`src/rtl/core/cte_pkg.sv`:
```
package cte_pkg;

  // Field widths of the channel items
  localparam int YearW   = 13;
  localparam int MonthW  = 8;
  localparam int DayW    = 5;
  localparam int HourW   = 5;
  localparam int MinuteW = 6;
  localparam int SecondW = 6;
  localparam int EpochW  = 39;

  // Internal widths
  localparam int FullYearW = 14;  // folded calendar year, 1889..10101
  localparam int DayCountW = 23;  // signed days since the epoch
  localparam int HmsW      = 17;  // seconds within the day, unchecked fields
  localparam int Q100W     = 8;   // floor((year-1)/100)

  // Month fold: bias the month by 11 years so the quotient is never negative
  localparam logic [8:0]  MonthBias  = 9'd132;
  localparam logic [15:0] Recip12    = 16'd171;   // 171/2^11 ~ 1/12
  localparam int          Recip12Sh  = 11;
  // 1900 - 11 years of month bias
  localparam logic [FullYearW-1:0] YearBase = 14'd1889;

  // p / 100 by reciprocal: 5243/2^19 ~ 1/100, exact for p below 2^14
  localparam logic [12:0] Recip100   = 13'd5243;
  localparam int          Recip100Sh = 19;

  // Days from 0001-01-01 to 1970-01-01
  localparam logic [DayCountW-1:0] EpochDays = 23'd719162;
  localparam logic signed [17:0]   SecsPerDay = 18'sd86400;

  // Days before each month, common and leap years
  localparam logic [8:0] DbmCommon [12] = '{
    9'd0, 9'd31, 9'd59, 9'd90, 9'd120, 9'd151,
    9'd181, 9'd212, 9'd243, 9'd273, 9'd304, 9'd334
  };
  localparam logic [8:0] DbmLeap [12] = '{
    9'd0, 9'd31, 9'd60, 9'd91, 9'd121, 9'd152,
    9'd182, 9'd213, 9'd244, 9'd274, 9'd305, 9'd335
  };

  // One accepted input beat
  typedef struct packed {
    logic [YearW-1:0]         years_since_1900;
    logic signed [MonthW-1:0] month_index;
    logic [DayW-1:0]          day_of_month;
    logic [HourW-1:0]         hour;
    logic [MinuteW-1:0]       minute;
    logic [SecondW-1:0]       second;
  } cte_req_t;

  // After the month fold
  typedef struct packed {
    logic [FullYearW-1:0] year;
    logic [3:0]           month;
    logic [DayW-1:0]      day;
    logic [HourW-1:0]     hour;
    logic [MinuteW-1:0]   minute;
    logic [SecondW-1:0]   second;
  } cte_fold_t;

  // Day count and time of day
  typedef struct packed {
    logic signed [DayCountW-1:0] days;
    logic [HmsW-1:0]             hms;
  } cte_days_t;

  typedef struct packed {
    logic [4:0] years;  // biased year offset, 0..21
    logic [3:0] month;  // 0..11
  } cte_mfold_t;

  // Floor-divide the signed month by 12
  function automatic cte_mfold_t fold_month(logic signed [MonthW-1:0] m);
    logic [8:0]  mb;
    logic [15:0] prod;
    logic [4:0]  q;
    logic [8:0]  rem;
    cte_mfold_t  res;
    mb   = {m[MonthW-1], m} + MonthBias;
    prod = 16'(mb) * Recip12;
    q    = prod[Recip12Sh+4:Recip12Sh];
    rem  = mb - 9'(q) * 9'd12;
    res.years = q;
    res.month = rem[3:0];
    return res;
  endfunction

endpackage

```
`src/rtl/core/cte_in_if.sv`:
```
interface cte_in_if;
  import cte_pkg::*;

  logic                     valid;
  logic                     ready;
  logic [YearW-1:0]         years_since_1900;
  logic signed [MonthW-1:0] month_index;
  logic [DayW-1:0]          day_of_month;
  logic [HourW-1:0]         hour;
  logic [MinuteW-1:0]       minute;
  logic [SecondW-1:0]       second;

  modport source (
    output valid, years_since_1900, month_index, day_of_month, hour, minute, second,
    input  ready
  );
  modport sink (
    input  valid, years_since_1900, month_index, day_of_month, hour, minute, second,
    output ready
  );
endinterface

```
`src/rtl/core/cte_out_if.sv`:
```
interface cte_out_if;
  import cte_pkg::*;

  logic                     valid;
  logic                     ready;
  logic signed [EpochW-1:0] epoch_seconds;

  modport source (output valid, epoch_seconds, input ready);
  modport sink (input valid, epoch_seconds, output ready);
endinterface

```
`src/rtl/core/cte_month_fold.sv`:
```
module cte_month_fold
  import cte_pkg::*;
(
  input  logic      clk,
  input  logic      rst_n,
  input  logic      s_valid,
  output logic      s_ready,
  input  cte_req_t  s_data,
  output logic      m_valid,
  input  logic      m_ready,
  output cte_fold_t m_data
);

  logic       v_r;
  logic       en;
  cte_fold_t  data_r;
  cte_fold_t  data_nxt;
  cte_mfold_t mf;

  // stage moves when empty or when downstream takes the beat
  assign en      = !v_r || m_ready;
  assign s_ready = en;

  // fold month into year
  always_comb begin
    mf              = fold_month(s_data.month_index);
    data_nxt.year   = FullYearW'(s_data.years_since_1900) + YearBase + FullYearW'(mf.years);
    data_nxt.month  = mf.month;
    data_nxt.day    = s_data.day_of_month;
    data_nxt.hour   = s_data.hour;
    data_nxt.minute = s_data.minute;
    data_nxt.second = s_data.second;
  end

  always_ff @(posedge clk) begin
    if (!rst_n) begin
      v_r <= 1'b0;
    end else if (en) begin
      v_r <= s_valid;
    end
  end

  always_ff @(posedge clk) begin
    if (en && s_valid) begin
      data_r <= data_nxt;
    end
  end

  assign m_valid = v_r;
  assign m_data  = data_r;

endmodule

```
`src/rtl/core/cte_year_days.sv`:
```
module cte_year_days
  import cte_pkg::*;
(
  input  logic      clk,
  input  logic      rst_n,
  input  logic      s_valid,
  output logic      s_ready,
  input  cte_fold_t s_data,
  output logic      m_valid,
  input  logic      m_ready,
  output cte_days_t m_data
);

  // stage A: p = year-1 and p/100
  logic                 va_r;
  logic                 en_a;
  logic [FullYearW-1:0] p_r;
  logic [FullYearW-1:0] p_nxt;
  logic [Q100W-1:0]     q100_r;
  logic [Q100W-1:0]     q100_nxt;
  logic [26:0]          q100_prod;
  cte_fold_t            fa_r;

  // stage B: leap rule, day count, time of day
  logic                 vb_r;
  logic                 en_b;
  cte_days_t            db_r;
  cte_days_t            db_nxt;
  logic [5:0]           q400;
  logic [FullYearW-1:0] r100;
  logic [FullYearW-1:0] r400;
  logic                 leap;
  logic [8:0]           dbm;
  logic [DayCountW-1:0] day_sum;

  assign en_b    = !vb_r || m_ready;
  assign en_a    = !va_r || en_b;
  assign s_ready = en_a;

  // reciprocal divide by 100
  always_comb begin
    p_nxt     = s_data.year - FullYearW'(1);
    q100_prod = 27'(p_nxt) * 27'(Recip100);
    q100_nxt  = q100_prod[Recip100Sh+Q100W-1:Recip100Sh];
  end

  always_ff @(posedge clk) begin
    if (!rst_n) begin
      va_r <= 1'b0;
    end else if (en_a) begin
      va_r <= s_valid;
    end
  end

  always_ff @(posedge clk) begin
    if (en_a && s_valid) begin
      p_r    <= p_nxt;
      q100_r <= q100_nxt;
      fa_r   <= s_data;
    end
  end

  // year % 400 == 0 <=> p % 400 == 399, likewise for 100 and 4
  always_comb begin
    q400 = q100_r[Q100W-1:2];
    r100 = p_r - FullYearW'(q100_r) * FullYearW'(100);
    r400 = p_r - FullYearW'(q400) * FullYearW'(400);
    leap = (r400 == FullYearW'(399)) ||
           ((r100 != FullYearW'(99)) && (p_r[1:0] == 2'b11));
    dbm  = leap ? DbmLeap[fa_r.month] : DbmCommon[fa_r.month];
    // two's complement sum, true value fits the signed width
    day_sum = DayCountW'(p_r) * DayCountW'(365) + DayCountW'(p_r >> 2)
            + DayCountW'(q400) - DayCountW'(q100_r) - EpochDays
            + DayCountW'(dbm) + DayCountW'(fa_r.day) - DayCountW'(1);
    db_nxt.days = $signed(day_sum);
    db_nxt.hms  = HmsW'(fa_r.hour) * HmsW'(3600) + HmsW'(fa_r.minute) * HmsW'(60)
                + HmsW'(fa_r.second);
  end

  always_ff @(posedge clk) begin
    if (!rst_n) begin
      vb_r <= 1'b0;
    end else if (en_b) begin
      vb_r <= va_r;
    end
  end

  always_ff @(posedge clk) begin
    if (en_b && va_r) begin
      db_r <= db_nxt;
    end
  end

  assign m_valid = vb_r;
  assign m_data  = db_r;

endmodule

```
`src/rtl/core/cte_sec_scale.sv`:
```
module cte_sec_scale
  import cte_pkg::*;
(
  input  logic                     clk,
  input  logic                     rst_n,
  input  logic                     s_valid,
  output logic                     s_ready,
  input  cte_days_t                s_data,
  output logic                     m_valid,
  input  logic                     m_ready,
  output logic signed [EpochW-1:0] m_secs
);

  // stage A: days * 86400
  logic                     va_r;
  logic                     en_a;
  logic signed [EpochW:0]   prod;
  logic signed [EpochW-1:0] prod_r;
  logic [HmsW-1:0]          hms_r;

  // stage B: add time of day, output register
  logic                     vb_r;
  logic                     en_b;
  logic signed [EpochW-1:0] secs_r;
  logic signed [EpochW-1:0] secs_nxt;

  assign en_b    = !vb_r || m_ready;
  assign en_a    = !va_r || en_b;
  assign s_ready = en_a;

  assign prod = s_data.days * SecsPerDay;

  always_ff @(posedge clk) begin
    if (!rst_n) begin
      va_r <= 1'b0;
    end else if (en_a) begin
      va_r <= s_valid;
    end
  end

  always_ff @(posedge clk) begin
    if (en_a && s_valid) begin
      prod_r <= prod[EpochW-1:0];
      hms_r  <= s_data.hms;
    end
  end

  assign secs_nxt = prod_r + $signed({{(EpochW-HmsW){1'b0}}, hms_r});

  always_ff @(posedge clk) begin
    if (!rst_n) begin
      vb_r <= 1'b0;
    end else if (en_b) begin
      vb_r <= va_r;
    end
  end

  always_ff @(posedge clk) begin
    if (en_b && va_r) begin
      secs_r <= secs_nxt;
    end
  end

  assign m_valid = vb_r;
  assign m_secs  = secs_r;

endmodule

```
`src/rtl/core/calendar_to_epoch_seconds_unit.sv`:
```
// Calendar to epoch seconds.
// in_ch carries one broken-down UTC date and time per beat (years since
// 1900, signed zero-based month, day, hour, minute, second); out_ch carries
// the signed 39-bit seconds since 1970-01-01 00:00:00 for that beat.
// A month outside 0..11 is folded into the year first.
// Five register stages: month fold, divide by 100, leap rule and day count,
// scale by 86400, add time of day. One beat enters every cycle while
// out_ch.ready keeps the pipeline moving, since every stage takes a new
// beat on each cycle that it advances.
// Every stage holds its own valid bit and advances when it is empty or the
// next stage moves, so when out_ch.ready is low the output beat holds, the
// stages behind it fill their bubbles, and in_ch.ready drops only once all
// five stages are full. Nothing is lost or repeated under stalls.
// Reset (rst_n low, synchronous) empties the pipeline; there is no other
// state and no configuration.
module calendar_to_epoch_seconds_unit
  import cte_pkg::*;
(
  input  logic      clk,
  input  logic      rst_n,
  cte_in_if.sink    in_ch,
  cte_out_if.source out_ch
);

  cte_req_t  req;
  cte_fold_t fold_data;
  cte_days_t days_data;
  logic      fold_valid;
  logic      fold_ready;
  logic      days_valid;
  logic      days_ready;

  // pack the input beat
  always_comb begin
    req.years_since_1900 = in_ch.years_since_1900;
    req.month_index      = in_ch.month_index;
    req.day_of_month     = in_ch.day_of_month;
    req.hour             = in_ch.hour;
    req.minute           = in_ch.minute;
    req.second           = in_ch.second;
  end

  cte_month_fold u_fold (
    .clk     (clk),
    .rst_n   (rst_n),
    .s_valid (in_ch.valid),
    .s_ready (in_ch.ready),
    .s_data  (req),
    .m_valid (fold_valid),
    .m_ready (fold_ready),
    .m_data  (fold_data)
  );

  cte_year_days u_days (
    .clk     (clk),
    .rst_n   (rst_n),
    .s_valid (fold_valid),
    .s_ready (fold_ready),
    .s_data  (fold_data),
    .m_valid (days_valid),
    .m_ready (days_ready),
    .m_data  (days_data)
  );

  cte_sec_scale u_secs (
    .clk     (clk),
    .rst_n   (rst_n),
    .s_valid (days_valid),
    .s_ready (days_ready),
    .s_data  (days_data),
    .m_valid (out_ch.valid),
    .m_ready (out_ch.ready),
    .m_secs  (out_ch.epoch_seconds)
  );

endmodule

```
`src/flat_wrapper.sv`:
```
// flat-port wrapper written by rule: the top's interface ports become plain ports
module calendar_to_epoch_seconds_unit_flat import cte_pkg::*;
  (clk, rst_n, in_ch_valid, in_ch_years_since_1900, in_ch_month_index, in_ch_day_of_month, in_ch_hour, in_ch_minute, in_ch_second, in_ch_ready, out_ch_valid, out_ch_epoch_seconds, out_ch_ready);
  cte_in_if in_ch_i ();
  cte_out_if out_ch_i ();
  input  logic clk;
  input  logic rst_n;
  input wire logic [$bits(in_ch_i.valid)-1:0] in_ch_valid;
  input wire logic [$bits(in_ch_i.years_since_1900)-1:0] in_ch_years_since_1900;
  input wire logic [$bits(in_ch_i.month_index)-1:0] in_ch_month_index;
  input wire logic [$bits(in_ch_i.day_of_month)-1:0] in_ch_day_of_month;
  input wire logic [$bits(in_ch_i.hour)-1:0] in_ch_hour;
  input wire logic [$bits(in_ch_i.minute)-1:0] in_ch_minute;
  input wire logic [$bits(in_ch_i.second)-1:0] in_ch_second;
  output wire logic [$bits(in_ch_i.ready)-1:0] in_ch_ready;
  output wire logic [$bits(out_ch_i.valid)-1:0] out_ch_valid;
  output wire logic [$bits(out_ch_i.epoch_seconds)-1:0] out_ch_epoch_seconds;
  input wire logic [$bits(out_ch_i.ready)-1:0] out_ch_ready;
  assign in_ch_i.valid = in_ch_valid;
  assign in_ch_i.years_since_1900 = in_ch_years_since_1900;
  assign in_ch_i.month_index = in_ch_month_index;
  assign in_ch_i.day_of_month = in_ch_day_of_month;
  assign in_ch_i.hour = in_ch_hour;
  assign in_ch_i.minute = in_ch_minute;
  assign in_ch_i.second = in_ch_second;
  assign in_ch_ready = in_ch_i.ready;
  assign out_ch_valid = out_ch_i.valid;
  assign out_ch_epoch_seconds = out_ch_i.epoch_seconds;
  assign out_ch_i.ready = out_ch_ready;
  calendar_to_epoch_seconds_unit u_core (.clk(clk), .rst_n(rst_n), .in_ch(in_ch_i), .out_ch(out_ch_i));
endmodule
```
`config.mk`:
```
export PLATFORM = sky130hd
export DESIGN_NAME = calendar_to_epoch_seconds_unit_flat
export DESIGN_NICKNAME = d
export VERILOG_FILES = /design/src/rtl/core/cte_pkg.sv /design/src/rtl/core/cte_in_if.sv /design/src/rtl/core/cte_out_if.sv /design/src/rtl/core/cte_month_fold.sv /design/src/rtl/core/cte_year_days.sv /design/src/rtl/core/cte_sec_scale.sv /design/src/rtl/core/calendar_to_epoch_seconds_unit.sv /design/src/flat_wrapper.sv
export SDC_FILE = /design/constraint.sdc
export NUM_CORES = 1
export LEC_CHECK = 0
export BUFFER_PORTS_ARGS = -buffer_cell sky130_fd_sc_hd__buf_2
export CAP_MARGIN = 20
export CORE_ASPECT_RATIO = 1.25
export CORE_MARGIN = 10
export CORE_UTILIZATION = 38
export CTS_BUF_LIST = sky130_fd_sc_hd__clkbuf_8
export CTS_CLUSTER_SIZE = 40
export DETAILED_ROUTE_END_ITERATION = 10
export PLACE_DENSITY_LB_ADDON = 0.3
export REMOVE_ABC_BUFFERS = 1
export SLEW_MARGIN = 20
export SYNTH_ARGS = -nofsm -noshare
export SYNTH_HDL_FRONTEND = slang
export SYNTH_HIERARCHICAL = 1
export SYNTH_SLANG_ARGS = --single-unit
```
`constraint.sdc`:
```
create_clock -name clk -period 20.7 [get_ports clk]
set_input_delay 6.21 -clock clk [delete_from_list [all_inputs] [get_ports clk]]
set_output_delay 6.21 -clock clk [all_outputs]
set_load 0.03 [all_outputs]
```
==> results.yml, run 1 <==
placement:
  port_buffers: 87
  hpwl_mm: 40.48
  place_area_mm2: 0.02617
  gp_congestion: 0.8810
grt:
  grt_max_degree: 50
  first_global_vias: 16690
  grt_pass1_wl_mm: 79.63
  antenna_found_initial: 1
  grt_use_total_pct: 12.74
  grt_overflow: 0
final_layout:
  drive_gt1_share_pct: 7.977
  finalNetCount: 3140
  postLayoutCellArea_mm2: 0.02703
  syn_to_final_growth_pct: 9.510
clocking:
  htreeDepth: 2
  post_cts_buffers: 0
  clk_pin_slew_worst_paths_ns: 0.06
  clockBufferDepth: 3
  cts_tree: "done"
  cts.sinks: 221
  numCtsBuffers: 39
  cts-root-buf: "clkbuf_8"
  clk_latency_ns: 0.58
  hold_buffers: 0
  cts_resized: 0
worst_setup_path:
  crit_chain: "buf_2 -> nor2b_1 -> nand2_1 -> nor2b_1 -> nand2_1 -> nand2b_1 -> buf_2"
  critPathMaxStageDelay_ns: 0.35
  critical_path_class: "in -> out"
  cp_data_arrival_time_ns: 7.71
  cp_max_fo: 4
  start_kind: "input pin"
  end_kind: "output pin"
  worstPathRequired_ns: 14.49
  slowest_stage: "nor2b_1"
  cp_num_buf_inv: 2
  critPathTopFamily: "simple AND/OR/NAND/NOR gates"
sta:
  hold_violations: 0
  timing.setup.tns_ns: 0
  worst_pin_slew_ns: 0.9422
  max_freq_mhz: 71.86
  rsz0062_at_grt: "false"
  drv_slew: 0
  finalCritPeriodShare_pct: 67.22
  slew_headroom_pct: 37.19
  skew_ns: 0.02236
  post-route-min-period_ns: 13.92
  setup_viol: 0
synth:
  yosys.area.top_type: "edfxtp_1"
  synth_simple_gate_area_share_pct: 6.529
  muxShareOfSynthArea_pct: 0.1217
  synth_compound_area_share_pct: 8.471
  syn_area_per_cell_um2: 10.95
  synth_top_family_by_area: "adder cells"
  synthAdderAreaFrac_pct: 43.78
  synth-seq-cells: 221
  seq_area_frac_synth_pct: 26.69
  syn_inst: 2254
  syn-cell-area_mm2: 0.02468
  synthArstFlopShare_pct: 0
  synth_xor_area_share_pct: 6.124
  yosysTopAreaCellShare_pct: 26.28
  ys_warn_count: 6
  synth_edf_count: 216
  synth.area.top_cells: "edfxtp_1, ha_1, fa_1, inv_1, xnor2_1"
  synth_flop_cell: "edfxtp_1"
  synth_cell_types: 90
routing:
  drc: 0
  wl_mm: 46.94
  routedWlPerCell_um: 14.41
  routed-via-count: 15460
  dr.pass1.iters: 4
  via_per_inst: 4.747
  ant_nets: 0
  drt_iter0_drc: 436
die:
  io_pins: 88
  rows: 104
  dieArea_mm2: 0.07561
  floorplan.die.width_um: 248.0
  initial_core_util_pct: 38.32
  coreArea_mm2: 0.06441
  die_h_um: 304.9
flow_run:
  max_cap_violations: 0
run_status:
  status: "finished, final reports clean"
hold_path:
  min_path_type: "reg -> reg"
==> final cells by class <==
class | instances | area (µm²)
Antenna cell | 1 | 2.502
Clock inverter | 31 | 244.0
Sequential cell | 221 | 6586
Clock buffer | 40 | 550.5
Multi-Input combinational cell | 1491 | 16080
Timing Repair Buffer | 93 | 513.0
Inverter | 531 | 1993
Fill cell | 6121 | 37380
Tap cell | 848 | 1061
==> cell families (layout without fill, tap and decap cells) <==
kind of cell	Yosys count	count (layout)
muxes	3	3
adders and majority gates	716	716
and+or+nand+nor	308	308
DFF	221	221
xor gates and xnor gates	171	171
AOI/OAI and AO/OA	293	293
other	0	1
buffers and inverters	542	695
==> flip-flops by register name, indices dropped and copies added (netlist names), 8 cells and up <==
name	cells
u_core/u_secs/m_secs	39
u_core/u_days/q100_r	8
u_core/u_days/fa_r	26
u_core/u_days/m_data	40
u_core/u_days/p_r	14
u_core/u_secs/prod_r	32
u_core/u_fold/m_data	40
u_core/u_secs/hms_r	17
==> worst paths after layout <==
path	start	to	slack, ns	depth (start not counted)
worst min-delay path	u_core/u_fold/m_data[19]$_DFFE_PP_	u_core/u_days/fa_r[19]$_DFFE_PP_	0.41	0
worst max-delay path	out_ch_ready	in_ch_ready	6.78	7
worst max register to register	u_core/u_days/q100_r[2]$_DFFE_PP_	u_core/u_days/m_data[39]$_DFFE_PP_	10.36	38
worst min register to register	u_core/u_fold/m_data[19]$_DFFE_PP_	u_core/u_days/fa_r[19]$_DFFE_PP_	0.41	0
==> metal layers <==
metal,up-vias,global-route usage [%],share of wire (%)
li1,7760,-,-
met1,7392,14.38,41
met3,86,1.829,3.1
met5,-,0,0
met4,0,4.415,3.1
met2,219,23.70,52
==> cell usage in the layout, fill, tap and decap left out, types with 6 or more instances in the layout <==
cell type,netlist,layout
clkinv_1,0,8
nand2_1,55,55
a211oi_1,13,13
a31oi_1,6,6
a21oi_1,95,95
and3_1,9,9
nand3_1,28,28
nand4_1,20,20
nor3_1,17,17
nand2b_1,12,12
clkbuf_8,0,40
edfxtp_1,216,216
o21a_1,14,14
and2_1,10,7
or3_1,6,6
o21bai_1,16,16
o21ai_0,37,37
nor2b_1,26,24
buf_2,6,87
fa_1,246,246
nor2_1,87,87
a21boi_0,6,6
a21o_1,42,42
xor2_1,66,66
ha_1,470,470
inv_1,531,545
xnor2_1,104,103
==> Yosys cell counts (4+ instances only) <==
master      n
a211oi_1   13
a21boi_0    6
a21o_1     42
a21oi_1    95
a31oi_1     6
and2_1     10
and3_1      9
buf_2       6
dfxtp_1     5
edfxtp_1  216
fa_1      246
ha_1      470
inv_1     531
nand2_1    55
nand2b_1   12
nand3_1    28
nand4_1    20
nor2_1     87
nor2b_1    26
nor3_1     17
nor4_1      5
o211ai_1    4
o21a_1     14
o21ai_0    37
o21ai_1     5
o21bai_1   16
o221ai_1    4
o31ai_1     4
or3_1       6
xnor2_1   104
xor2_1     66
==> through the flow <==
| step | hold slack (ns) | worst slack, ns | instances | util (%) |
|---|---|---|---|---|
| 4_1_cts | 0.4065 | 6.771 | 3253 | 41.87 |
| 3_5_place_dp | 0.4045 | 6.782 | 3182 | 40.64 |
| 5_1_grt | 0.4210 | 6.597 | 3256 | 41.96 |
| 6_report | 0.4115 | 6.785 | 3256 | 41.96 |
| 2_1_floorplan | 0.4003 | 7.437 | 2243 | - |
| 3_3_place_gp | 0.4013 | 6.779 | 3182 | 40.64 |
Power of run 1 is left out: the tool's default activity adds up to more than one toggle a clock period on the data nets, which glitch-free logic cannot reach.
==> run 2, diff against run 1 <==
- clock period: 20.7 -> 13.95 ns (I/O delays scaled with it)
==> run 2 against run 1 <==
Sequential cell count unchanged. Non-clock buffer count did not move. Hold slack got worse by 0.0083 ns. Critical endpoint is now u_core/u_days/m_data[39]$_DFFE_PP_. Largest cell class unchanged.
==> results.yml, run 2 (synthesized netlist as in run 1, its figures left out) <==
worst_setup_path:
  start_kind: "flop"
  path_depth: 38
  worstReg2RegEnd: "u_core/u_days/m_data[39]$_DFFE_PP_"
  critPathMaxStageDelay_ns: 0.52
  slowest_stage: "edfxtp_1"
  critPathTopFamily: "adder cells"
  cp-endpoint: "u_core/u_days/m_data[39]$_DFFE_PP_"
  r2r_cells: 38
  critical_path_class: "reg -> reg"
  startpoint: "u_core/u_days/q100_r[2]$_DFFE_PP_"
  worstPathRequired_ns: 14.34
  cp_max_fo: 10
  cp_num_buf_inv: 4
  cp_data_arrival_time_ns: 10.49
  regToRegStartpoint: "u_core/u_days/q100_r[2]$_DFFE_PP_"
  end_kind: "flop"
  reg2reg_slack_ns: 3.85
placement:
  hpwl_mm: 40.67
  port_buffers: 87
  gp_congestion: 0.8898
grt:
  grt_use_total_pct: 12.74
  grt_max_degree: 50
  first_global_vias: 16630
  grt_overflow: 0
  antenna_found_initial: 1
  grt_pass1_wl_mm: 79.98
die:
  io_pins: 88
  die_h_um: 304.9
  initial_core_util_pct: 38.32
  dieArea_mm2: 0.07561
  floorplan.die.width_um: 248.0
  coreArea_mm2: 0.06441
  rows: 104
clocking:
  clk_latency_ns: 0.58
  post_cts_buffers: 0
  clockBufferDepth: 3
  cts.sinks: 221
  cts-root-buf: "clkbuf_8"
  htreeDepth: 2
  cts_resized: 0
  cts_tree: "done"
  clk_pin_slew_worst_paths_ns: 0.06
  numCtsBuffers: 42
  hold_buffers: 0
final_layout:
  final_common_cell: "inv_1"
  drive_gt1_share_pct: 8.257
  finalNetCount: 3143
  syn_to_final_growth_pct: 9.708
  layout_common_cells: "inv_1, ha_1, fa_1"
routing:
  via_per_inst: 4.745
  drt_iter0_drc: 616
  wl_mm: 46.70
  dr.pass1.iters: 5
  drc: 0
  routed-via-count: 15460
  routedWlPerCell_um: 14.33
  ant_nets: 0
sta:
  timing.setup.tns_ns: 0
  hold_violations: 0
  slew_headroom_pct: 29.74
  skew_ns: 0.02463
  rsz0062_at_grt: "false"
  post-route-min-period_ns: 10.10
  finalCritPeriodShare_pct: 72.41
  worst_pin_slew_ns: 1.052
  setup_viol: 0
  max_freq_mhz: 99.00
  drv_slew: 0
flow_run:
  max_cap_violations: 0
hold_path:
  min_path_type: "reg -> reg"
  hp-start: "u_core/u_fold/m_data[18]$_DFFE_PP_"
run_status:
  status: "finished, final reports clean"
-- run 2: cell count changes in the layout (fill, tap and decap cells not counted), sizes merged --
cell	change
inv	-6
clkinv	+4
clkbuf	+2
clkinvlp	+2
bufinv	+1
-- run 2: how the worst min path moves through the flow --
stage | to | slack [ns] | depth (start not counted)
after floorplan | u_core/u_days/fa_r[0]$_DFFE_PP_ | 0.40 | 0
after global placement | u_core/u_days/fa_r[13]$_DFFE_PP_ | 0.40 | 0
after detailed placement | u_core/u_days/fa_r[8]$_DFFE_PP_ | 0.40 | 0
after CTS | u_core/u_days/fa_r[21]$_DFFE_PP_ | 0.40 | 0
after global routing | u_core/u_days/fa_r[17]$_DFFE_PP_ | 0.41 | 0
final | u_core/u_days/fa_r[18]$_DFFE_PP_ | 0.40 | 0
-- run 2: metal layers --
layer  up-vias  global-route usage (%)  wire (µm)
met5         -                       0          0
met4         0                   3.663       1253
met3        79                   1.777       1436
met2       211                   23.95      24870
met1      7409                   14.51      19140
li1       7765                       -          -
-- run 2: cell type report --
cell class / count / area, µm²
fill: 6127 / 37330
antenna: 1 / 2.502
clock buffer: 42 / 578.1
timing repair buffer: 93 / 493.0
sequential: 221 / 6586
tap: 848 / 1061
inverter: 531 / 1993
multi-input combinational: 1491 / 16070
clock inverter: 32 / 292.8
-- run 2: per-stage QoR --
stage / hold WS [ns] / worst slack (ns) / instances / cell area [µm²] / utilization, %
3_5_place_dp: 0.4045 / 3.708 / 3183 / 26180 / 40.65
3_3_place_gp: 0.4037 / 3.801 / 3183 / 26180 / 40.65
6_report: 0.4031 / 3.849 / 3259 / 27080 / 42.04
4_1_cts: 0.4011 / 3.850 / 3257 / 27050 / 42.00
2_1_floorplan: 0.4003 / 4.391 / 2243 / 24630 / -
5_1_grt: 0.4063 / 3.102 / 3259 / 27080 / 42.04
Power of run 2 is left out for the same reason.
